==> config.mk <==
export PLATFORM = sky130hd
export DESIGN_NAME = sha1_hash_engine_top
export DESIGN_NICKNAME = d
export VERILOG_FILES = /design/src/hdl/sha1he_pkg.sv /design/src/hdl/sha1_hash_engine_top.sv
export VERILOG_INCLUDE_DIRS = /design/src /design/src/hdl
export SDC_FILE = /design/constraint.sdc
export NUM_CORES = 2
export LEC_CHECK = 0
export CAP_MARGIN = 20
export CORE_ASPECT_RATIO = 2
export CORE_MARGIN = 3
export CORE_UTILIZATION = 62
export CTS_CLUSTER_SIZE = 10
export DETAILED_ROUTE_END_ITERATION = 7
export DONT_BUFFER_PORTS = 1
export GPL_TIMING_DRIVEN = 0
export MAX_ROUTING_LAYER = met4
export PLACE_DENSITY = 0.82
export SYNTH_ARGS = -nofsm -noshare
export SYNTH_HDL_FRONTEND = slang
export SYNTH_SLANG_ARGS = --single-unit
==> constraint.sdc <==
create_clock -name clk -period 19.9 [get_ports clk]
set_input_delay 3.98 -clock clk [delete_from_list [all_inputs] [get_ports clk]]
set_output_delay 3.98 -clock clk [all_outputs]
set_load 0.01 [all_outputs]
==> src/hdl/sha1_hash_engine_top_defines.svh <==
// Assertion macros for the hash engine.
// Each one checks on the rising edge of clk and stays quiet while rst is high.
`ifndef SHA1_HASH_ENGINE_TOP_DEFINES_SVH
`define SHA1_HASH_ENGINE_TOP_DEFINES_SVH

`ifndef SYNTHESIS
// Same-cycle implication.
`define SHA1HE_ASSERT_IMP(label, ante, cons) \
  label: assert property (@(posedge clk) disable iff (rst) (ante) |-> (cons)) \
    else $error("sha1 engine check failed");
// Next-cycle implication.
`define SHA1HE_ASSERT_NXT(label, ante, cons) \
  label: assert property (@(posedge clk) disable iff (rst) (ante) |=> (cons)) \
    else $error("sha1 engine check failed");
`else
`define SHA1HE_ASSERT_IMP(label, ante, cons)
`define SHA1HE_ASSERT_NXT(label, ante, cons)
`endif

`endif

==> src/hdl/sha1he_pkg.sv <==
`default_nettype none

package sha1he_pkg;

  localparam int ROUND_COUNT = 80;
  localparam int BLOCK_WORDS = 16;
  localparam int POS_W       = $clog2(BLOCK_WORDS);
  localparam int DIGEST_WORDS = 5;

  // Initial chaining value
  localparam logic [31:0] H_INIT [DIGEST_WORDS] = '{
    32'h67452301, 32'hEFCDAB89, 32'h98BADCFE, 32'h10325476, 32'hC3D2E1F0
  };

  // Round constants, one per group of twenty rounds
  localparam logic [31:0] K_0 = 32'h5A827999;
  localparam logic [31:0] K_1 = 32'h6ED9EBA1;
  localparam logic [31:0] K_2 = 32'h8F1BBCDC;
  localparam logic [31:0] K_3 = 32'hCA62C1D6;

  localparam logic [31:0] MARKER_WORD = 32'h80000000;
  localparam logic [7:0]  MARKER_BYTE = 8'h80;
  localparam logic [2:0]  FULL_BYTES  = 3'd4;
  localparam logic [2:0]  LAST_INDEX  = 3'(DIGEST_WORDS - 1);

  // Sequencer states
  typedef enum logic [4:0] {
    S_LOAD  = 5'b00001,
    S_ROUND = 5'b00010,
    S_PAD   = 5'b00100,
    S_ADD   = 5'b01000,
    S_OUT   = 5'b10000
  } state_t;

  // Clear the unused bytes of a short final word and place the marker byte
  function automatic logic [31:0] pad_last_word(input logic [31:0] w, input logic [1:0] nb);
    logic [31:0] r;
    case (nb)
      2'd0:    r = MARKER_WORD;
      2'd1:    r = {w[31:24], MARKER_BYTE, 16'h0000};
      2'd2:    r = {w[31:16], MARKER_BYTE, 8'h00};
      2'd3:    r = {w[31:8], MARKER_BYTE};
      default: r = MARKER_WORD;
    endcase
    return r;
  endfunction

endpackage

`default_nettype wire

==> src/hdl/sha1_hash_engine_top.sv <==
// Each message word is taken on an in_fire handshake; every full 64-byte block then runs
// its rounds through the single shared round adder, followed by a chaining-add step.
// No new message word is accepted while a block is in its rounds or its chaining add.
// Final word: padding words and one or two blocks, then five
// digest words, one per accepted output cycle.
// Reset (rst, synchronous): chaining words to the initial value, counters and length cleared.
`default_nettype none
`include "sha1_hash_engine_top_defines.svh"

module sha1_hash_engine_top (
  input  wire logic        clk,
  input  wire logic        rst,
  input  wire logic        in_valid,
  output logic             in_ready,
  input  wire logic [31:0] message_word,
  input  wire logic [2:0]  valid_bytes,
  input  wire logic        last_word,
  output logic             out_valid,
  input  wire logic        out_ready,
  output logic [31:0]      digest_word,
  output logic [2:0]       word_index,
  output logic             digest_done
);

  localparam int PW = sha1he_pkg::POS_W;

  sha1he_pkg::state_t state, state_next;

  logic [31:0]   chain [sha1he_pkg::DIGEST_WORDS];
  logic [31:0]   ra, rb, rc, rd, re;
  logic [31:0]   w_line [sha1he_pkg::BLOCK_WORDS];
  logic [6:0]    round_count;
  logic [PW-1:0] word_pos;
  logic [63:0]   bit_length;
  logic          final_mode;
  logic          pend_marker;
  logic          len_hi_sent;
  logic          len_done;
  logic [2:0]    out_index;

  logic          in_fire, out_fire;
  logic          push_en, wrap;
  logic [31:0]   push_word;
  logic [2:0]    vb_eff;
  logic [5:0]    len_add;
  logic [31:0]   f_val, k_val, w_new, tmp;
  logic          last_round, out_last;

  // Handshake
  assign in_ready  = (state == sha1he_pkg::S_LOAD);
  assign in_fire   = in_valid && in_ready;
  assign out_valid = (state == sha1he_pkg::S_OUT);
  assign out_fire  = out_valid && out_ready;
  assign out_last  = (out_index == sha1he_pkg::LAST_INDEX);

  assign digest_word = chain[out_index];
  assign word_index  = out_index;
  assign digest_done = out_last;

  // Clamp the byte count of the final word
  assign vb_eff  = (valid_bytes > sha1he_pkg::FULL_BYTES) ? sha1he_pkg::FULL_BYTES : valid_bytes;
  assign len_add = last_word ? {vb_eff, 3'b000} : 6'd32;

  // Select the word that enters the schedule line
  always_comb begin
    push_en   = 1'b0;
    push_word = '0;
    if (state == sha1he_pkg::S_LOAD) begin
      push_en = in_fire;
      if (last_word && (vb_eff != sha1he_pkg::FULL_BYTES)) begin
        push_word = sha1he_pkg::pad_last_word(message_word, vb_eff[1:0]);
      end else begin
        push_word = message_word;
      end
    end else if (state == sha1he_pkg::S_PAD) begin
      push_en = 1'b1;
      if (pend_marker) begin
        push_word = sha1he_pkg::MARKER_WORD;
      end else if (len_hi_sent) begin
        push_word = bit_length[31:0];
      end else if (word_pos == PW'(sha1he_pkg::BLOCK_WORDS - 2)) begin
        push_word = bit_length[63:32];
      end else begin
        push_word = '0;
      end
    end
  end

  assign wrap = push_en && (word_pos == PW'(sha1he_pkg::BLOCK_WORDS - 1));

  // Round function and constant by round group
  always_comb begin
    case (round_count) inside
      [7'd0:7'd19]: begin
        f_val = (rb & rc) | (~rb & rd);
        k_val = sha1he_pkg::K_0;
      end
      [7'd20:7'd39]: begin
        f_val = rb ^ rc ^ rd;
        k_val = sha1he_pkg::K_1;
      end
      [7'd40:7'd59]: begin
        f_val = (rb & rc) | (rb & rd) | (rc & rd);
        k_val = sha1he_pkg::K_2;
      end
      default: begin
        f_val = rb ^ rc ^ rd;
        k_val = sha1he_pkg::K_3;
      end
    endcase
  end

  assign w_new      = w_line[13] ^ w_line[8] ^ w_line[2] ^ w_line[0];
  assign tmp        = {ra[26:0], ra[31:27]} + f_val + re + k_val + w_line[0];
  assign last_round = (round_count == 7'(sha1he_pkg::ROUND_COUNT - 1));

  // Sequencer
  always_comb begin
    state_next = state;
    case (state)
      sha1he_pkg::S_LOAD: begin
        if (in_fire) begin
          if (wrap) begin
            state_next = sha1he_pkg::S_ROUND;
          end else if (last_word) begin
            state_next = sha1he_pkg::S_PAD;
          end
        end
      end
      sha1he_pkg::S_PAD: begin
        if (wrap) begin
          state_next = sha1he_pkg::S_ROUND;
        end
      end
      sha1he_pkg::S_ROUND: begin
        if (last_round) begin
          state_next = sha1he_pkg::S_ADD;
        end
      end
      sha1he_pkg::S_ADD: begin
        if (len_done) begin
          state_next = sha1he_pkg::S_OUT;
        end else if (final_mode) begin
          state_next = sha1he_pkg::S_PAD;
        end else begin
          state_next = sha1he_pkg::S_LOAD;
        end
      end
      sha1he_pkg::S_OUT: begin
        if (out_fire && out_last) begin
          state_next = sha1he_pkg::S_LOAD;
        end
      end
      default: state_next = sha1he_pkg::S_LOAD;
    endcase
  end

  // Control state and chaining words
  always_ff @(posedge clk) begin
    if (rst) begin
      state       <= sha1he_pkg::S_LOAD;
      round_count <= '0;
      word_pos    <= '0;
      bit_length  <= '0;
      final_mode  <= 1'b0;
      pend_marker <= 1'b0;
      len_hi_sent <= 1'b0;
      len_done    <= 1'b0;
      out_index   <= '0;
      for (int i = 0; i < sha1he_pkg::DIGEST_WORDS; i++) begin
        chain[i] <= sha1he_pkg::H_INIT[i];
      end
    end else begin
      state <= state_next;

      // Advance the fill position
      if (push_en) begin
        word_pos <= word_pos + PW'(1);
      end

      // Count message length and note the final word
      if (in_fire) begin
        bit_length <= bit_length + {58'd0, len_add};
        if (last_word) begin
          final_mode  <= 1'b1;
          pend_marker <= (vb_eff == sha1he_pkg::FULL_BYTES);
        end
      end

      // Track padding progress
      if (state == sha1he_pkg::S_PAD) begin
        if (pend_marker) begin
          pend_marker <= 1'b0;
        end else if (len_hi_sent) begin
          len_hi_sent <= 1'b0;
          len_done    <= 1'b1;
        end else if (word_pos == PW'(sha1he_pkg::BLOCK_WORDS - 2)) begin
          len_hi_sent <= 1'b1;
        end
      end

      // Step the round counter
      if (state == sha1he_pkg::S_ROUND) begin
        round_count <= last_round ? 7'd0 : round_count + 7'd1;
      end

      // Fold the working words into the chain
      if (state == sha1he_pkg::S_ADD) begin
        chain[0] <= chain[0] + ra;
        chain[1] <= chain[1] + rb;
        chain[2] <= chain[2] + rc;
        chain[3] <= chain[3] + rd;
        chain[4] <= chain[4] + re;
      end

      // Hand out digest words, then drop back to the initial state
      if (out_fire) begin
        if (out_last) begin
          out_index  <= '0;
          bit_length <= '0;
          final_mode <= 1'b0;
          len_done   <= 1'b0;
          word_pos   <= '0;
          for (int i = 0; i < sha1he_pkg::DIGEST_WORDS; i++) begin
            chain[i] <= sha1he_pkg::H_INIT[i];
          end
        end else begin
          out_index <= out_index + 3'd1;
        end
      end
    end
  end

  // Working words: load from the chain when a block completes, then run rounds
  always_ff @(posedge clk) begin
    if (wrap) begin
      ra <= chain[0];
      rb <= chain[1];
      rc <= chain[2];
      rd <= chain[3];
      re <= chain[4];
    end else if (state == sha1he_pkg::S_ROUND) begin
      ra <= tmp;
      rb <= ra;
      rc <= {rb[1:0], rb[31:2]};
      rd <= rc;
      re <= rd;
    end
  end

  // Schedule line: shift in message words, or the expanded word during rounds
  always_ff @(posedge clk) begin
    if (push_en || (state == sha1he_pkg::S_ROUND)) begin
      for (int i = 0; i < sha1he_pkg::BLOCK_WORDS - 1; i++) begin
        w_line[i] <= w_line[i + 1];
      end
      w_line[sha1he_pkg::BLOCK_WORDS - 1] <= push_en ? push_word : {w_new[30:0], w_new[31]};
    end
  end

  // Checks
  `SHA1HE_ASSERT_IMP(a_no_in_during_out, in_ready, !out_valid)
  `SHA1HE_ASSERT_IMP(a_round_idle_zero, round_count != 7'd0, state == sha1he_pkg::S_ROUND)
  `SHA1HE_ASSERT_IMP(a_add_after_round, state == sha1he_pkg::S_ADD, $past(state) == sha1he_pkg::S_ROUND)
  `SHA1HE_ASSERT_NXT(a_ready_after_digest, out_valid && out_ready && digest_done, in_ready && word_pos == '0)

endmodule

`default_nettype wire
# == After elaboration in Yosys (flattened, before gate mapping) ==
# Memory sizes are Yosys's and may differ from the RTL's. A register that Yosys moved wholly into a read port is not among the register bits.
# Index checks and enable logic that the tools add are counted.
# op_classes
n_addsub,13
n_lt_le_gt_ge,7
n_eq_ne,19
n_mux,83
bitwise_logic,24
n_reduce_logical,13
# ops
operator,n
32-bit 2-to-1 mux,32
32-bit adder,9
64-bit 2-to-1 mux,3
32-bit XOR,5
32-bit bitwise AND,4
32-bit case mux with 4 select lines,1
32-bit OR,3
64-bit by 6-bit adder with 64-bit output,1
5-bit 2-to-1 mux,7
32-bit NOT,1
31-bit 2-to-1 mux,1
1-bit 2-to-1 mux,28
5-bit case mux with 5 select lines,1
3-bit 2-to-1 mux,5
"7-bit by 6-bit <= comparator with 1-bit output, second input constant",2
4-bit 2-to-1 mux,3
1-bit OR,10
"4-bit equality test, second input constant",2
1-bit logical AND,8
"7-bit by 1-bit adder with 7-bit output, second input constant",1
"7-bit equality test, second input constant",1
"7-bit by 1-bit greater-or-equal comparator with 1-bit output, second input constant",1
"7-bit by 5-bit greater-or-equal comparator with 1-bit output, second input constant",1
"7-bit by 6-bit greater-or-equal comparator with 1-bit output, second input constant",1
24 further kinds,28
# word_totals
register_bits,247
ram_bits,672
output_inout_bits,38
word_cells,175
memories,2
# mem_list
memory,depth,word_bits,read_ports,rd_ports_with_merged_regs,wr,line,text
w_line,16,32,16,0,16,sha1_hash_engine_top.sv:31,logic [31:0] w_line [sha1he_pkg::BLOCK_WORDS];
chain,5,32,6,1,5,sha1_hash_engine_top.sv:29,logic [31:0] chain [sha1he_pkg::DIGEST_WORDS];

# == Depth between registers and ports, before layout ==
# depth
word_depth,12
mapped_depth,27

# == Worst setup path before layout ==
# Ideal clock, no wire load.
# synth_path
path_type,in2reg
from,input port in_valid
to,"memory w_line[0][0], enable pin"
setup_ps,3651
arrival_time_ps,13384
required_time_ps,16249
setup_slack_ps,2865
stages,6
n_path_buf,3
path_cell_list,and3_1 clkbuf_1 nor2_1 clkbuf_1 buf_1 nand2_1
# synth_lines
item,line,text
from (decl),sha1_hash_engine_top.sv:13,"input wire logic in_valid,"
to (decl),sha1_hash_engine_top.sv:31,

# == Final worst setup path ==
# layout_path
from,register round_count[0]
to,register ra[31] (data pin)
# layout_via
elab_chain_len,11
# layout_lines
item,line,text
from (decl),sha1_hash_engine_top.sv:32,logic [6:0] round_count;
from (signal assigned),sha1_hash_engine_top.sv:204,round_count <= last_round ? 7'd0 : round_count + 7'd1;
7-bit by 6-bit greater-or-equal comparator with 1-bit output (no line) or 7-bit by 6-bit <= comparator with 1-bit output (tied branches),-,
1-bit logical AND (no line),-,
32-bit 2-to-1 mux (3 in a row),sha1_hash_engine_top.sv:93,case (round_count) inside
32-bit adder (2 in a row),sha1_hash_engine_top.sv:114,"assign tmp = {ra[26:0], ra[31:27]} + f_val + re + k_val + w_line[0];"
32-bit adder (*) (2 in a row),sha1_hash_engine_top.sv:114,
32-bit 2-to-1 mux (*),sha1_hash_engine_top.sv:242,end else if (state == sha1he_pkg::S_ROUND) begin
32-bit 2-to-1 mux (*),sha1_hash_engine_top.sv:236,if (wrap) begin
to (signal assigned),sha1_hash_engine_top.sv:237,ra <= chain[0];
to (signal assigned),sha1_hash_engine_top.sv:243,ra <= tmp;
to (decl),sha1_hash_engine_top.sv:30,"logic [31:0] ra, rb, rc, rd, re;"
# Every way passes the cells marked *; elsewhere a longest branch is shown, timed or not. The select of a mux whose other input is x is not followed.
# A chain may end at the register's enable or synchronous reset.

==> out/results.ini <==
[die]
die_h_um = 396
num_io_pins = 78
row_count = 142
dieWidth_um = 201
die_area_sq_um = 79700
coreArea_sq_um = 75200
start_util_pct = 62.8

[placement]
numPortBuffers = 0
place_congestion = 1.05
hpwl_um = 103000
dp_slack_ns = 11.66

[critical_path]
critPathMaxStageDelay_ns = 0.75
crit_slowest_cell = nand2_1
cp.arrival_ns = 9.02
worstReg2RegStart = round_count[0]
critPathKind = reg -> reg
cp_cell_sequence = ha_1 > o21bai_1 > o21ai_0 > and2_1 > clkinv_1 > nand2_1 > inv_1 > a221oi_1 > fa_1 > fa_1 > fa_1 > inv_1 > ha_1 > and4_1 > and2_1 > nand2b_1 > a211oi_1 > o211ai_1 > nand3b_1 > a31oi_1 > o221ai_1 > o21ai_1 > xnor2_1 > a21oi_1
critPathRequiredTime_ns = 20.31
endpoint_kind = flip-flop
critPathLaunch = round_count[0]
cp_common_cell = fa_1
cp_max_fo = 10
cp-start-kind = flip-flop

[sta]
setup_slack_ns = 11.29
period_share_pct = 43.3
setup_tns_ns = 0
tightest_slew_ns = 1.33
fin_crit_ns = 8.61
slew_headroom_pct = 11.2
setup_viol = 0
drv_slew = 0
hold_viol_final = 0
rsz0062_at_grt = no
clock_skew_ns = 0.0418
max_freq_ghz = 0.116

[status]
violations = design-rule violations
outcome = finished with violations

[clock_network]
htreeDepth = 3
post_cts_resized = 0
clkSinkCount = 919
cts_setup_buffers = 0
root_buffer = clkbuf_16
cts_tree = built
cts_buffers = 101
holdBufCountCts = 0
cts_buffer_depth = 3
path_clk_slew_ns = 0.06
insertion_delay_ns = 0.72

[global_route]
grt-ovfl-total = 0
grtUsageTotal_pct = 36.4
grt_max_degree = 81
grt_pass1_vias = 33400
grt_antenna_before_repair = 1
grt_pass1_wl_um = 206000

[power]
p_leak_nw = 19.3
ir_drop_mv = 0.106
powerDensity_nw_per_um2 = 112

[yosys]
yosysUniqueCellTypes = 87
async_flop_share_pct = 0
synth_seq_cells = 919
ys.flop_type = edfxtp_1
synth_area_sq_um = 47200
synthesis.instances = 3905
synth_nets = 4273
synth-edff-count = 832
yosys_warnings = 0
postSynthAreaPerCell_sq_um = 12.1
synth_sequential_area_ratio_pct = 56.6

[finish]
final_cell_mix = 832 x edfxtp_1, 445 x nand2_1, 340 x inv_1
fin_nets = 4399
fillers = 5339
area_delta_synth_final_pct = 9.78
drive_gt1_share_pct = 6.14
layout_commonest_cell = edfxtp_1

[job]
max-cap-violations = 0

[routing]
drt-initial-drc-count = 2879
drc = 2
num_vias = 32400
postRouteAntennaNets = 0
wirelength_um = 140000
viasPerCell = 6.37
wl_per_cell_um = 27.4
drtPass1Iterations = 8

[hold_path]
hold_path_class = reg -> reg
hp-start = w_line[1][37]

-- registers in the layout, summed over array words and instances, names as in the netlist, named ones only --
name         count
len_hi_sent      1
final_mode       1
ra              32
rd              32
state            5
bit_length      61
round_count      7
rb              32
re              32
rc              32
len_done         1
word_pos         4
pend_marker      1
word_index       3
w_line         512
chain          160
-- logic make-up after synthesis --
group	share of synthesized area (%)
mux	2.97
fa+ha+maj	10.7
buf+inv	3.54
flops	56.6
simple gates	10.3
compound gates	10.5
xor+xnor	5.42
-- final cells by class --
type                            count  area, sq um  area share, %
Sequential cell                   919        26700           51.6
Multi-Input combinational cell   2542        18800           36.4
Clock buffer                      153         2740           5.29
Inverter                          342         1280           2.48
Tap cell                         1008         1260           2.43
Timing Repair Buffer               23          442          0.852
Buffer                            102          384          0.741
Clock inverter                      6          145          0.280
Antenna cell                        1         2.50        0.00483
-- power by group --
part / internal [mW] / switching, mW / leakage (nW)
sequential: 2.79 / 0.198 / 8.39
clock: 0.946 / 0.778 / 1.37
combinational: 0.377 / 0.695 / 9.53
-- per-stage QoR --
stage | util [%] | power, mW | area, sq um | std cells | hold WS [ns]
after CTS | 68.9 | 5.79 | 51800 | 5089 | 0.404
after detailed placement | 65.0 | 4.06 | 48900 | 4930 | 0.405
after floorplan | - | 3.92 | 47200 | 3905 | 0.400
after global placement | 64.5 | 4.31 | 48500 | 4913 | 0.400
final | 69.0 | 5.78 | 51800 | 5096 | 0.399
after global routing | 69.0 | 6.00 | 51800 | 5095 | 0.414
-- cells in the mapped netlist (all sizes together) (45+ instances only) --
cell type / n / area [sq um]
xor2: 108 / 946
nand2: 450 / 1710
nand3: 51 / 260
a21o: 76 / 571
inv: 340 / 1280
fa: 126 / 2520
o21ai: 216 / 1080
a21oi: 207 / 1040
nand2b: 45 / 284
edfxtp: 832 / 25000
nor2: 281 / 1120
clkbuf: 91 / 342
xnor2: 184 / 1610
ha: 202 / 2530
a221oi: 47 / 412
nor3: 58 / 302
dfxtp: 87 / 1740
-- metal layers --
metal  routed length (um)  up-vias  global-route usage [%]  share of wire (%)
li1                     -    14200                       -                  -
met1                44700    15700                    36.9                 32
met2                68700     1796                    60.1                 49
met3                 9720      716                    6.30                7.0
met4                16600        0                    32.5                 12
met5                    0        -                       -                  0
-- final timing paths --
path             endpoint  slack (ns)  cells after the start
min          w_line[1][5]        0.40                      0
min reg2reg  w_line[1][5]        0.40                      0
max                ra[31]       11.29                     24
max reg2reg        ra[31]       11.29                     24
-- worst max-delay path: cells and delay by family (launching register included) --
kind | cells | cell delay, ns
xor gates and xnor gates | 1 | 0.24
adders and majority gates | 5 | 2.21
AOI/OAI and AO/OA | 9 | 2.60
buffers and inverters | 3 | 0.89
and+or+nand+nor | 6 | 1.95
DFF | 1 | 0.46
Power figures use the tool's default switching activity.
